### config.mk
export PLATFORM = sky130hd
export DESIGN_NAME = fourteen_bit_cjk_stream_codec_core
export DESIGN_NICKNAME = d
export VERILOG_FILES = /design/src/hw/rtl/fbcjk_pkg.sv /design/src/hw/rtl/fbcjk_front.sv /design/src/hw/rtl/fbcjk_queue.sv /design/src/hw/rtl/fbcjk_back.sv /design/src/hw/rtl/fourteen_bit_cjk_stream_codec_core.sv
export SDC_FILE = /design/constraint.sdc
export NUM_CORES = 1
export LEC_CHECK = 0
export BUFFER_PORTS_ARGS = -buffer_cell sky130_fd_sc_hd__buf_2
export CAP_MARGIN = 20
export CELL_PAD_IN_SITES_DETAIL_PLACEMENT = 2
export CELL_PAD_IN_SITES_GLOBAL_PLACEMENT = 2
export CORE_MARGIN = 5
export CORE_UTILIZATION = 30
export DETAILED_ROUTE_END_ITERATION = 8
export GPL_TIMING_DRIVEN = 0
export PLACE_DENSITY_LB_ADDON = 0.1
export SLEW_MARGIN = 20
export SYNTH_ARGS = -nofsm -noshare
export SYNTH_HDL_FRONTEND = slang
export SYNTH_HIERARCHICAL = 1
export SYNTH_SLANG_ARGS = --single-unit
### constraint.sdc
create_clock -name clock -period 4 [get_ports clock]
set_input_delay 0.8 -clock clock [delete_from_list [all_inputs] [get_ports clock]]
set_output_delay 0.8 -clock clock [all_outputs]
set_load 0.02 [all_outputs]
### src/hw/rtl/fbcjk_pkg.sv
package fbcjk_pkg;

   // byte codes of the unit format
   localparam logic [7:0] UNIT_BIAS = 8'h4E;
   localparam logic [7:0] TAIL_MARK = 8'h3D;
   localparam logic [7:0] MAX_TAIL  = 8'd6;

   // framing sizes
   localparam int         STORE_DEPTH  = 11;
   localparam logic [3:0] GROUP_BYTES  = 4'd7;   // raw bytes in one group
   localparam logic [3:0] GROUP_UNITS  = 4'd8;   // unit bytes in one group
   localparam logic [3:0] HOLD_LIMIT   = 4'd11;  // held bytes that prove a full group
   localparam logic [3:0] MARK_BYTES   = 4'd2;   // '=' and the tail length

   typedef struct packed {
      logic [7:0] byte_in;
      logic       last_in;
   } req_type;

   typedef struct packed {
      logic [7:0] byte_out;
      logic       last_out;
   } rsp_type;

   // one unit of work handed from the front to the back
   typedef struct packed {
      logic        dec;    // 1: plain bytes, 0: unit pairs
      logic [55:0] data;   // group value, most significant first
      logic [3:0]  cnt;    // data bytes to send
      logic        mark;   // append '=' and k
      logic [2:0]  k;
      logic        last;   // final word carries last_out
   } job_type;

   typedef struct packed {
      logic [3:0] held;
      logic       mode;
   } front_stat_type;

   // unit bytes sent for a partial group of k raw bytes
   function automatic logic [3:0] tail_bytes(input logic [2:0] k);
      logic [3:0] n;
      case (k)
         3'd1: n = 4'd2;
         3'd2: n = 4'd4;
         3'd3: n = 4'd4;
         3'd4: n = 4'd6;
         3'd5: n = 4'd6;
         3'd6: n = 4'd8;
         default: n = 4'd0;
      endcase
      return n;
   endfunction

endpackage

### src/hw/rtl/fbcjk_front.sv
module fbcjk_front (
   input  logic                          clock,
   input  logic                          reset,
   input  logic                          csr_we,
   input  logic                          csr_wdata,
   input  logic                          accept,
   input  fbcjk_pkg::req_type            req_data,
   output logic                          job_push,
   output fbcjk_pkg::job_type            job,
   output fbcjk_pkg::front_stat_type     stat
);

   logic [3:0] count_ff, count_in;
   logic       mode_ff, mode_in;
   logic [7:0] prev_ff, prev_in;
   logic [7:0] store_ff [fbcjk_pkg::STORE_DEPTH];
   logic [7:0] store_in [fbcjk_pkg::STORE_DEPTH];

   logic [7:0]  view [fbcjk_pkg::STORE_DEPTH];
   logic [3:0]  c;
   logic        last;
   logic [7:0]  b;
   logic        marker;
   logic [3:0]  nb;
   logic [55:0] enc_v;
   logic [55:0] dec_v;

   assign b    = req_data.byte_in;
   assign last = req_data.last_in;
   assign c    = count_ff + 4'd1;

   // held bytes with the incoming word dropped in at its slot
   always_comb begin
      for (int i = 0; i < fbcjk_pkg::STORE_DEPTH; i++) begin
         view[i] = (count_ff == 4'(i)) ? b : store_ff[i];
      end
   end

   // closing marker: '=' followed by a tail length of 1..6
   assign marker = (c >= fbcjk_pkg::MARK_BYTES) && (prev_ff == fbcjk_pkg::TAIL_MARK) &&
                   (b != 8'd0) && (b <= fbcjk_pkg::MAX_TAIL);
   assign nb = (last && marker) ? (c - fbcjk_pkg::MARK_BYTES) : fbcjk_pkg::GROUP_UNITS;

   always_comb begin
      enc_v = '0;
      for (int i = 0; i < 7; i++) begin
         if (4'(i) < c) begin
            enc_v[55 - 8 * i -: 8] = view[i];
         end
      end
   end

   always_comb begin
      logic [7:0] hi;
      logic [7:0] lo;
      dec_v = '0;
      for (int j = 0; j < 4; j++) begin
         hi = '0;
         lo = '0;
         if (4'(2 * j) < nb) begin
            hi = view[2 * j] - fbcjk_pkg::UNIT_BIAS;
         end
         if (4'(2 * j + 1) < nb) begin
            lo = view[2 * j + 1];
         end
         dec_v[55 - 14 * j -: 14] = {hi[5:0], lo};
      end
   end

   always_comb begin
      count_in = count_ff;
      mode_in  = mode_ff;
      prev_in  = prev_ff;
      store_in = store_ff;
      job_push = 1'b0;
      job      = '0;
      if (csr_we) begin
         mode_in  = csr_wdata;
         count_in = '0;
      end else if (accept) begin
         prev_in = b;
         if (count_ff < 4'(fbcjk_pkg::STORE_DEPTH)) begin
            store_in[count_ff] = b;
         end
         if (!mode_ff) begin
            count_in = c;
            if (c >= fbcjk_pkg::GROUP_BYTES) begin
               job_push  = 1'b1;
               job.data  = enc_v;
               job.cnt   = fbcjk_pkg::GROUP_UNITS;
               job.last  = last;
               count_in  = '0;
            end else if (last) begin
               job_push  = 1'b1;
               job.data  = enc_v;
               job.cnt   = fbcjk_pkg::tail_bytes(c[2:0]);
               job.mark  = 1'b1;
               job.k     = c[2:0];
               job.last  = 1'b1;
               count_in  = '0;
            end
         end else if (!last) begin
            count_in = c;
            if (c >= fbcjk_pkg::HOLD_LIMIT) begin
               job_push = 1'b1;
               job.dec  = 1'b1;
               job.data = dec_v;
               job.cnt  = fbcjk_pkg::GROUP_BYTES;
               // keep the bytes past the decoded group
               for (int i = 0; i < fbcjk_pkg::STORE_DEPTH - 8; i++) begin
                  store_in[i] = view[i + 8];
               end
               count_in = c - fbcjk_pkg::GROUP_UNITS;
            end
         end else begin
            count_in = '0;
            if (marker) begin
               job_push = 1'b1;
               job.dec  = 1'b1;
               job.data = dec_v;
               job.cnt  = {1'b0, b[2:0]};
               job.last = 1'b1;
            end else if (c >= fbcjk_pkg::GROUP_UNITS) begin
               // stray bytes after one full group are dropped
               job_push = 1'b1;
               job.dec  = 1'b1;
               job.data = dec_v;
               job.cnt  = fbcjk_pkg::GROUP_BYTES;
               job.last = 1'b1;
            end
         end
      end
   end

   always_ff @(posedge clock) begin
      if (reset) begin
         count_ff <= '0;
         mode_ff  <= 1'b0;
      end else begin
         count_ff <= count_in;
         mode_ff  <= mode_in;
      end
   end

   always_ff @(posedge clock) begin
      prev_ff  <= prev_in;
      store_ff <= store_in;
   end

   assign stat.held = count_ff;
   assign stat.mode = mode_ff;

endmodule

### src/hw/rtl/fbcjk_queue.sv
module fbcjk_queue #(
   parameter int DEPTH = 4
) (
   input  logic               clock,
   input  logic               reset,
   input  logic               push,
   input  fbcjk_pkg::job_type push_job,
   output logic               full,
   input  logic               take,
   output logic               valid,
   output fbcjk_pkg::job_type head_job
);

   localparam int PW = $clog2(DEPTH);
   localparam int LW = $clog2(DEPTH + 1);

   fbcjk_pkg::job_type mem_ff [DEPTH];
   logic [PW-1:0] wr_ff, wr_in;
   logic [PW-1:0] rd_ff, rd_in;
   logic [LW-1:0] level_ff, level_in;

   assign full     = (level_ff == LW'(DEPTH));
   assign valid    = (level_ff != '0);
   assign head_job = mem_ff[rd_ff];

   // pointers wrap at the last entry so any depth works
   always_comb begin
      wr_in    = wr_ff;
      rd_in    = rd_ff;
      if (push) begin
         wr_in = (wr_ff == PW'(DEPTH - 1)) ? '0 : wr_ff + PW'(1);
      end
      if (take) begin
         rd_in = (rd_ff == PW'(DEPTH - 1)) ? '0 : rd_ff + PW'(1);
      end
      level_in = level_ff + LW'(push) - LW'(take);
   end

   always_ff @(posedge clock) begin
      if (reset) begin
         wr_ff    <= '0;
         rd_ff    <= '0;
         level_ff <= '0;
      end else begin
         wr_ff    <= wr_in;
         rd_ff    <= rd_in;
         level_ff <= level_in;
      end
   end

   always_ff @(posedge clock) begin
      if (push) begin
         mem_ff[wr_ff] <= push_job;
      end
   end

endmodule

### src/hw/rtl/fbcjk_back.sv
module fbcjk_back (
   input  logic               clock,
   input  logic               reset,
   input  logic               q_valid,
   input  fbcjk_pkg::job_type q_job,
   output logic               q_take,
   output logic               rsp_empty,
   input  logic               rsp_pop,
   output fbcjk_pkg::rsp_type rsp_data
);

   logic        busy_ff, busy_in;
   logic [55:0] data_ff, data_in;
   logic [3:0]  pos_ff, pos_in;
   logic [3:0]  cnt_ff, cnt_in;
   logic [3:0]  total_ff, total_in;
   logic        dec_ff, dec_in;
   logic [2:0]  k_ff, k_in;
   logic        last_ff, last_in;

   logic       final_word;
   logic       done;
   logic [7:0] unit_hi;
   logic [7:0] data_byte;

   assign final_word = (pos_ff == total_ff - 4'd1);
   assign done       = !busy_ff || (rsp_pop && final_word);
   assign q_take     = done && q_valid;
   assign rsp_empty  = !busy_ff;

   assign unit_hi = fbcjk_pkg::UNIT_BIAS + {2'b00, data_ff[55:50]};

   always_comb begin
      if (dec_ff) begin
         data_byte = data_ff[55:48];
      end else if (pos_ff[0]) begin
         data_byte = data_ff[49:42];
      end else begin
         data_byte = unit_hi;
      end
      if (pos_ff < cnt_ff) begin
         rsp_data.byte_out = data_byte;
      end else if (pos_ff == cnt_ff) begin
         rsp_data.byte_out = fbcjk_pkg::TAIL_MARK;
      end else begin
         rsp_data.byte_out = {5'b00000, k_ff};
      end
      rsp_data.last_out = last_ff && final_word;
   end

   always_comb begin
      busy_in  = busy_ff;
      data_in  = data_ff;
      pos_in   = pos_ff;
      cnt_in   = cnt_ff;
      total_in = total_ff;
      dec_in   = dec_ff;
      k_in     = k_ff;
      last_in  = last_ff;
      if (q_take) begin
         busy_in  = 1'b1;
         data_in  = q_job.data;
         pos_in   = '0;
         cnt_in   = q_job.cnt;
         total_in = q_job.cnt + (q_job.mark ? fbcjk_pkg::MARK_BYTES : 4'd0);
         dec_in   = q_job.dec;
         k_in     = q_job.k;
         last_in  = q_job.last;
      end else if (done) begin
         busy_in = 1'b0;
      end else if (rsp_pop) begin
         pos_in = pos_ff + 4'd1;
         if (dec_ff) begin
            data_in = data_ff << 8;
         end else if (pos_ff[0]) begin
            data_in = data_ff << 14;
         end
      end
   end

   always_ff @(posedge clock) begin
      if (reset) begin
         busy_ff <= 1'b0;
      end else begin
         busy_ff <= busy_in;
      end
   end

   always_ff @(posedge clock) begin
      data_ff  <= data_in;
      pos_ff   <= pos_in;
      cnt_ff   <= cnt_in;
      total_ff <= total_in;
      dec_ff   <= dec_in;
      k_ff     <= k_in;
      last_ff  <= last_in;
   end

endmodule

### src/hw/rtl/fourteen_bit_cjk_stream_codec_core.sv
// channel   ports                              direction  moves
// input     req_push, req_full, req_data       in         one stream word + end flag
// result    rsp_empty, rsp_pop, rsp_data       out        one coded word + end flag
// control   csr_we, csr_wdata                  in         decode_mode, no read-back
//
// an input word is taken every cycle while the job queue has room; the front
// hands each group, whole or closing, to the back as a job, and the back sends
// one word per cycle while rsp_pop is high, from a 56-bit group register, so
// the sustained input rate is set by the single result port
// reset (synchronous) clears the held count, the mode, the queue and the back
// a stalled result port fills the job queue, after which req_full rises
module fourteen_bit_cjk_stream_codec_core #(
   parameter int QUEUE_DEPTH = 4
) (
   input  logic               clock,
   input  logic               reset,
   input  logic               req_push,
   output logic               req_full,
   input  fbcjk_pkg::req_type req_data,
   output logic               rsp_empty,
   input  logic               rsp_pop,
   output fbcjk_pkg::rsp_type rsp_data,
   input  logic               csr_we,
   input  logic               csr_wdata
);

   // handshake on the input side
   logic accept;

   // jobs between the front and the back
   logic                      job_push;
   fbcjk_pkg::job_type        job;
   logic                      q_full;
   logic                      q_valid;
   logic                      q_take;
   fbcjk_pkg::job_type        q_job;
   fbcjk_pkg::front_stat_type stat;

   // the front only stalls when the queue cannot take a job
   assign req_full = q_full;
   assign accept   = req_push && !q_full;

   // front: holds raw words, spots full groups and closing markers
   fbcjk_front u_front (
      .clock     (clock),
      .reset     (reset),
      .csr_we    (csr_we),
      .csr_wdata (csr_wdata),
      .accept    (accept),
      .req_data  (req_data),
      .job_push  (job_push),
      .job       (job),
      .stat      (stat)
   );

   // short job queue so either side can stall on its own
   fbcjk_queue #(
      .DEPTH (QUEUE_DEPTH)
   ) u_queue (
      .clock    (clock),
      .reset    (reset),
      .push     (job_push),
      .push_job (job),
      .full     (q_full),
      .take     (q_take),
      .valid    (q_valid),
      .head_job (q_job)
   );

   // back: serializes each job into result words
   fbcjk_back u_back (
      .clock     (clock),
      .reset     (reset),
      .q_valid   (q_valid),
      .q_job     (q_job),
      .q_take    (q_take),
      .rsp_empty (rsp_empty),
      .rsp_pop   (rsp_pop),
      .rsp_data  (rsp_data)
   );

   // held count never reaches the group limit, it is resolved on arrival
   held_in_range: assert property (@(posedge clock) disable iff (reset)
      stat.held < fbcjk_pkg::HOLD_LIMIT)
      else $error("held word count out of range");

   // a mode write drops any half-built group
   mode_write_clears: assert property (@(posedge clock) disable iff (reset)
      csr_we |=> (stat.held == 4'd0))
      else $error("held words survived a mode write");

   // an idle back picks up a waiting job on the next edge
   back_picks_up: assert property (@(posedge clock) disable iff (reset)
      (q_valid && rsp_empty) |=> !rsp_empty)
      else $error("back left a queued job waiting");

   // encoding only ever holds a partial group
   encode_short: assert property (@(posedge clock) disable iff (reset)
      !stat.mode |-> (stat.held < fbcjk_pkg::GROUP_BYTES))
      else $error("encode held a full group");

endmodule

==> results.sh, run 1 <==
export IMPL_crit_arrival_ns=4.03
export IMPL_die_h_um=266
export IMPL_p_leak_nw=8.06
export IMPL_fin_worst_skew_ns=0.0132
export IMPL_final_max_slew_viol_count=0
export IMPL_start_util_pct=30.1
export IMPL_fin_crit_sh_pct=93.7
export IMPL_crit_fanout=9
export IMPL_globalRoute_totalOverflow=0
export IMPL_crit_required_ns=4.28
export IMPL_postCtsSetupBuffers=0
export IMPL_port_buffers=25
export IMPL_clkTransAtPathRegs_ns=0.06
export IMPL_coreArea_sq_um=65400
export IMPL_cap_violations=0
export IMPL_finalWirelength_um=56100
export IMPL_vias_per_cell=4.91
export IMPL_place_ws_ns=-0.786
export IMPL_final_nets=1391
export IMPL_grt_max_degree=51
export IMPL_max_freq_mhz=267
export IMPL_final_layout_size_suffix_gt1_share_pct=19.6
export IMPL_finalSetupTns_ns=0
export IMPL_crit_type="reg -> reg"
export IMPL_antenna_found_initial=2
export IMPL_status="finished clean"
export IMPL_grt_pass1_wl_um=83800
export IMPL_power_density_nw_per_um2=640
export IMPL_htree_num_levels=2
export IMPL_synth_warning_count=6
export IMPL_cts_buffers=51
export IMPL_hold_depth=1
export IMPL_max_slew_margin_pct=29.7
export IMPL_hpwl_um=39800
export IMPL_die_x_um=266
export IMPL_final_core_util_pct=34.9
export IMPL_rsz0062_at_grt="no"
export IMPL_hold_buffers=0
export IMPL_tritoncts="yes"
export IMPL_max_vdd_ir_drop_mv=0.319
export IMPL_fillers=6660
export IMPL_critPathCaptureType="register"
export IMPL_worst_slew_pin_transition_ns=1.05
export IMPL_clkSinkCount=447
export IMPL_power_mw=14.6
export IMPL_cts_resized_gates=11
export IMPL_routedWlPerCell_um=24.9
export IMPL_hold_violations=0
export IMPL_num_vias=11100
export IMPL_drc=0
export IMPL_whs_ns=0.450
export IMPL_timing_reg2reg_worst_path_depth=9
export IMPL_ctsLongestPathBuffers=3
export IMPL_multi_input_area_sq_um=5940
export IMPL_layout_commonest_cell="edfxtp_1"
export IMPL_syn_nets=1305
export IMPL_row_count=94
export IMPL_area_growth_pct=15.8
export IMPL_fin_ws_ns=0.253
export IMPL_drtPass1Iterations=4
export IMPL_die_area_sq_um=70900
export IMPL_avgSynthCellArea_sq_um=15.6
export IMPL_dr_first_iter_drc_count=586
export IMPL_seqCellArea_sq_um=13200
export IMPL_cp_start_kind="register"
export IMPL_io_pins=26
export IMPL_netlist_instances=1261
export IMPL_worstHoldPathType="in -> reg"
export IMPL_ant_nets=0
export IMPL_layout_common_cells="edfxtp_1 (428), mux2i_1 (103), nand2_1 (79), mux4_2 (66), inv_1 (64)"
export IMPL_period_needed_ns=3.75
export IMPL_gp_congestion=0.747
export IMPL_clock_latency_ns=0.59
export IMPL_grt_pass1_vias=12300
export IMPL_setup_violations=0
export IMPL_synth_area_sq_um=19700
export IMPL_grt_usage_pct=15.8
export IMPL_cts_root_buf="clkbuf_16"
[worst paths after layout]
path	startpoint	to	slack [ns]
worst max-delay path	u_front/count_ff[0]	u_queue/mem_ff[0][31]	0.25
worst min-delay path	req_data[7]	u_front/prev_ff[6]	0.45
worst max register to register	u_front/count_ff[0]	u_queue/mem_ff[0][31]	0.25
worst min register to register	u_queue/rd_ff[1]	register	0.54
[critical path, cell delays in order, from the launching register on]
cell and delay [ns]:
dfxtp_2 0.44, inv_1 0.18, ha_1 0.45, inv_1 0.20, ha_1 0.25, xor3_1 0.41, nand4_1 0.26, o21bai_1 0.32
nand2_1 0.28, o2bb2ai_1 0.65
[layout make-up]
| type | count | share of cell area [%] |
|---|---|---|
| sequential | 447 | 58.0 |
| buffer | 61 | 1.46 |
| multi-input combinational | 686 | 26.1 |
| clock inverter | 26 | 1.08 |
| inverter | 66 | 1.09 |
| tap | 864 | 4.74 |
| clock buffer | 66 | 5.98 |
| timing repair buffer | 34 | 1.54 |
| antenna | 3 | 0.0329 |
[where the power goes]
| group | internal, mW | total, mW | switching [mW] | leakage (nW) |
|---|---|---|---|---|
| registers | 6.00 | 6.33 | 0.326 | 4.28 |
| clock network | 2.66 | 4.56 | 1.90 | 0.786 |
| logic | 1.46 | 3.70 | 2.24 | 3.00 |
| total | 10.1 | 14.6 | 4.47 | 8.06 |
[routing by layer]
| layer | global-route usage [%] | routed length, um |
|---|---|---|
| met4 | 3.19 | 872 |
| met2 | 25.8 | 26600 |
| met1 | 22.7 | 26500 |
| met5 | 0 | 13 |
| met3 | 2.38 | 2140 |
[state kept, by name (all words and copies together), names as in the netlist, 3 cells and up, named ones only]
| name | flops |
|---|---|
| u_back/total_ff | 3 |
| u_front/store_ff | 88 |
| u_back/k_ff | 3 |
| u_queue/level_ff | 3 |
| u_back/cnt_ff | 4 |
| u_front/count_ff | 4 |
| u_back/data_ff | 56 |
| u_front/prev_ff | 8 |
| u_back/pos_ff | 4 |
| u_queue/mem_ff | 264 |
[metrics by stage]
| stage | instance area, sq um | instances |
|---|---|---|
| 2_1_floorplan | 19700 | 1261 |
| 5_1_grt | 22800 | 2250 |
| 6_report | 22800 | 2253 |
| 3_3_place_gp | 20900 | 2150 |
| 4_1_cts | 22800 | 2250 |
| 3_5_place_dp | 21200 | 2159 |
No activity file was read; power rests on OpenSTA's default activity.
==> run 2, diff against run 1 <==
BUFFER_PORTS_ARGS = -buffer_cell sky130_fd_sc_hd__buf_4   (was -buffer_cell sky130_fd_sc_hd__buf_2)
CORE_UTILIZATION = 43   (was 30)
==> run 2 against run 1 <==
Net effect:
- worst hold slack worse by 0.015 ns
- clock power is 2% lower
- critical path depth is 4 higher
- highest routed layer is now met4
- sequential share of layout area grew 0.90 points
- critical endpoint is now u_queue/level_ff[2]
==> results.sh, run 2 (synthesized netlist as in run 1, its figures left out) <==
export IMPL_status="finished clean"
export IMPL_layout_common_cells="edfxtp_1 (428), mux2i_1 (103), nand2_1 (79), mux4_2 (66), inv_1 (64)"
export IMPL_crit_family="adder cells"
export IMPL_hpwl_um=40500
export IMPL_cts_buffers=48
export IMPL_layout_commonest_cell="edfxtp_1"
export IMPL_vias_per_cell=5.78
export IMPL_postCtsSetupBuffers=0
export IMPL_fin_crit_sh_pct=94.4
export IMPL_area_growth_pct=14.0
export IMPL_power_density_nw_per_um2=655
export IMPL_whs_ns=0.435
export IMPL_routedWlPerCell_um=29.2
export IMPL_antenna_found_initial=1
export IMPL_dr_first_iter_drc_count=953
export IMPL_die_area_sq_um=50200
export IMPL_path_cells="ha_2 -> ha_1 -> ha_1 -> nand2_1 -> nand3_1 -> nand4_1 -> nand2_1 -> nand2_1 -> nand3_4 -> ha_1 -> fa_1 -> xor3_1 -> nor2_1"
export IMPL_switching_share_pct=31.0
export IMPL_crit_type="reg -> reg"
export IMPL_fin_worst_skew_ns=0.0176
export IMPL_clkPwrFrac_pct=30.4
export IMPL_max_stage_delay_ns=0.45
export IMPL_critPathCaptureType="register"
export IMPL_clkSinkCount=447
export IMPL_cp_start_kind="register"
export IMPL_max_vdd_ir_drop_mv=0.460
export IMPL_worst_slew_pin_transition_ns=1.16
export IMPL_combPwrFrac_pct=26.5
export IMPL_num_vias=11500
export IMPL_max_slew_margin_pct=21.9
export IMPL_crit_required_ns=4.46
export IMPL_period_needed_ns=3.78
export IMPL_clkTransAtPathRegs_ns=0.06
export IMPL_final_max_slew_viol_count=0
export IMPL_die_h_um=224
export IMPL_coreArea_sq_um=45400
export IMPL_p_switching_mw=4.57
export IMPL_hold_violations=0
export IMPL_ant_nets=0
export IMPL_crit_arrival_ns=4.24
export IMPL_rsz0062_at_grt="no"
export IMPL_crit_slowest_cell="dfxtp_2"
export IMPL_regMostFlops="u_queue/mem_ff"
export IMPL_globalRoute_totalOverflow=0
export IMPL_drtPass1Iterations=5
export IMPL_gp_congestion=0.819
export IMPL_critPathBufInv=0
export IMPL_power_mw=14.7
export IMPL_row_count=78
export IMPL_drc=0
export IMPL_final_core_util_pct=49.5
export IMPL_max_freq_mhz=265
export IMPL_final_layout_size_suffix_gt1_share_pct=19.1
export IMPL_die_x_um=224
export IMPL_io_pins=26
export IMPL_reg_top3="u_queue/mem_ff x264, u_front/store_ff x88, u_back/data_ff x56"
export IMPL_htree_num_levels=2
export IMPL_tritoncts="yes"
export IMPL_grt_pass1_vias=12600
export IMPL_finalWirelength_um=57800
export IMPL_p_int_mw=10.1
export IMPL_clock_latency_ns=0.59
export IMPL_finalSetupTns_ns=0
export IMPL_grt_usage_pct=23.2
export IMPL_largest_reg_flops=264
export IMPL_start_util_pct=43.4
export IMPL_crit_fanout=9
export IMPL_grt_pass1_wl_um=86600
export IMPL_p_leak_nw=8.04
export IMPL_cts_root_buf="clkbuf_16"
export IMPL_port_buffers=25
export IMPL_cap_violations=0
export IMPL_setup_violations=0
export IMPL_ctsLongestPathBuffers=3
export IMPL_grt_max_degree=55
export IMPL_final_nets=1387
export IMPL_worstHoldPathType="in -> reg"
export IMPL_seq_power_share_pct=43.1
-- run 2: final timing paths --
| check | from | end | slack (ns) | cells past startpoint |
|---|---|---|---|---|
| hold reg to reg | u_queue/wr_ff[0] | u_queue/wr_ff[0] | 0.53 | 2 |
| setup reg to reg | u_front/count_ff[0] | u_queue/level_ff[2] | 0.22 | 13 |
| setup / recovery | u_front/count_ff[0] | u_queue/level_ff[2] | 0.22 | 13 |
| hold / removal | req_data[7] | u_front/prev_ff[6] | 0.43 | 1 |
-- run 2: metal layers --
layer  track usage, %  wire length (um)  up-vias
met1             32.0             25300     6054
li1                 -                 -     5040
met4             5.67              1420        0
met5                0                 0        -
met2             38.9             28500      288
met3             3.97              2640       76
-- run 2: area by class of cell --
class,instances,area (sq um)
Buffer,61,333
Fill cell,4178,22900
Timing Repair Buffer,32,373
Antenna cell,1,2.50
Clock buffer,60,1270
Clock inverter,28,292
Tap cell,600,751
Multi-Input combinational cell,687,5950
Inverter,66,254
Sequential cell,447,13200
-- run 2: worst register-to-register path, delay by kind of cell (launching register included) --
kind / cells / cell delay [ns]
xor gates and xnor gates: 1 / 0.40
adders and majority gates: 5 / 1.63
DFF: 1 / 0.45
and+or+nand+nor: 7 / 1.20
-- run 2: power by group through the flow --
stage | combinational (mW) | sequential [mW] | clock, mW
final | 3.90 | 6.35 | 4.47
after global routing | 4.19 | 6.40 | 4.84
after CTS | 3.95 | 6.36 | 4.59
after detailed placement | 3.84 | 6.45 | 0
after global placement | 3.59 | 6.46 | 0
after floorplan | 2.52 | 6.29 | 0
-- run 2: metrics by stage --
stage | cell area, sq um | setup WS [ns] | std cells
global route | 22500 | 0.0297 | 1981
floorplan | 19700 | 0.357 | 1261
detailed placement | 20800 | -0.609 | 1893
finish | 22500 | 0.225 | 1982
global placement | 20600 | -1.47 | 1886
CTS | 22400 | 0.0147 | 1981
-- run 2: timing repair --
action                                  4_1_cts  5_1_grt
endpoints found under the setup margin      340      167
gates cloned                                  1        0
resized for setup                            10        6
pin swaps                                     2        0
hold buffers                                  0        0
endpoints found under the hold margin         0        0
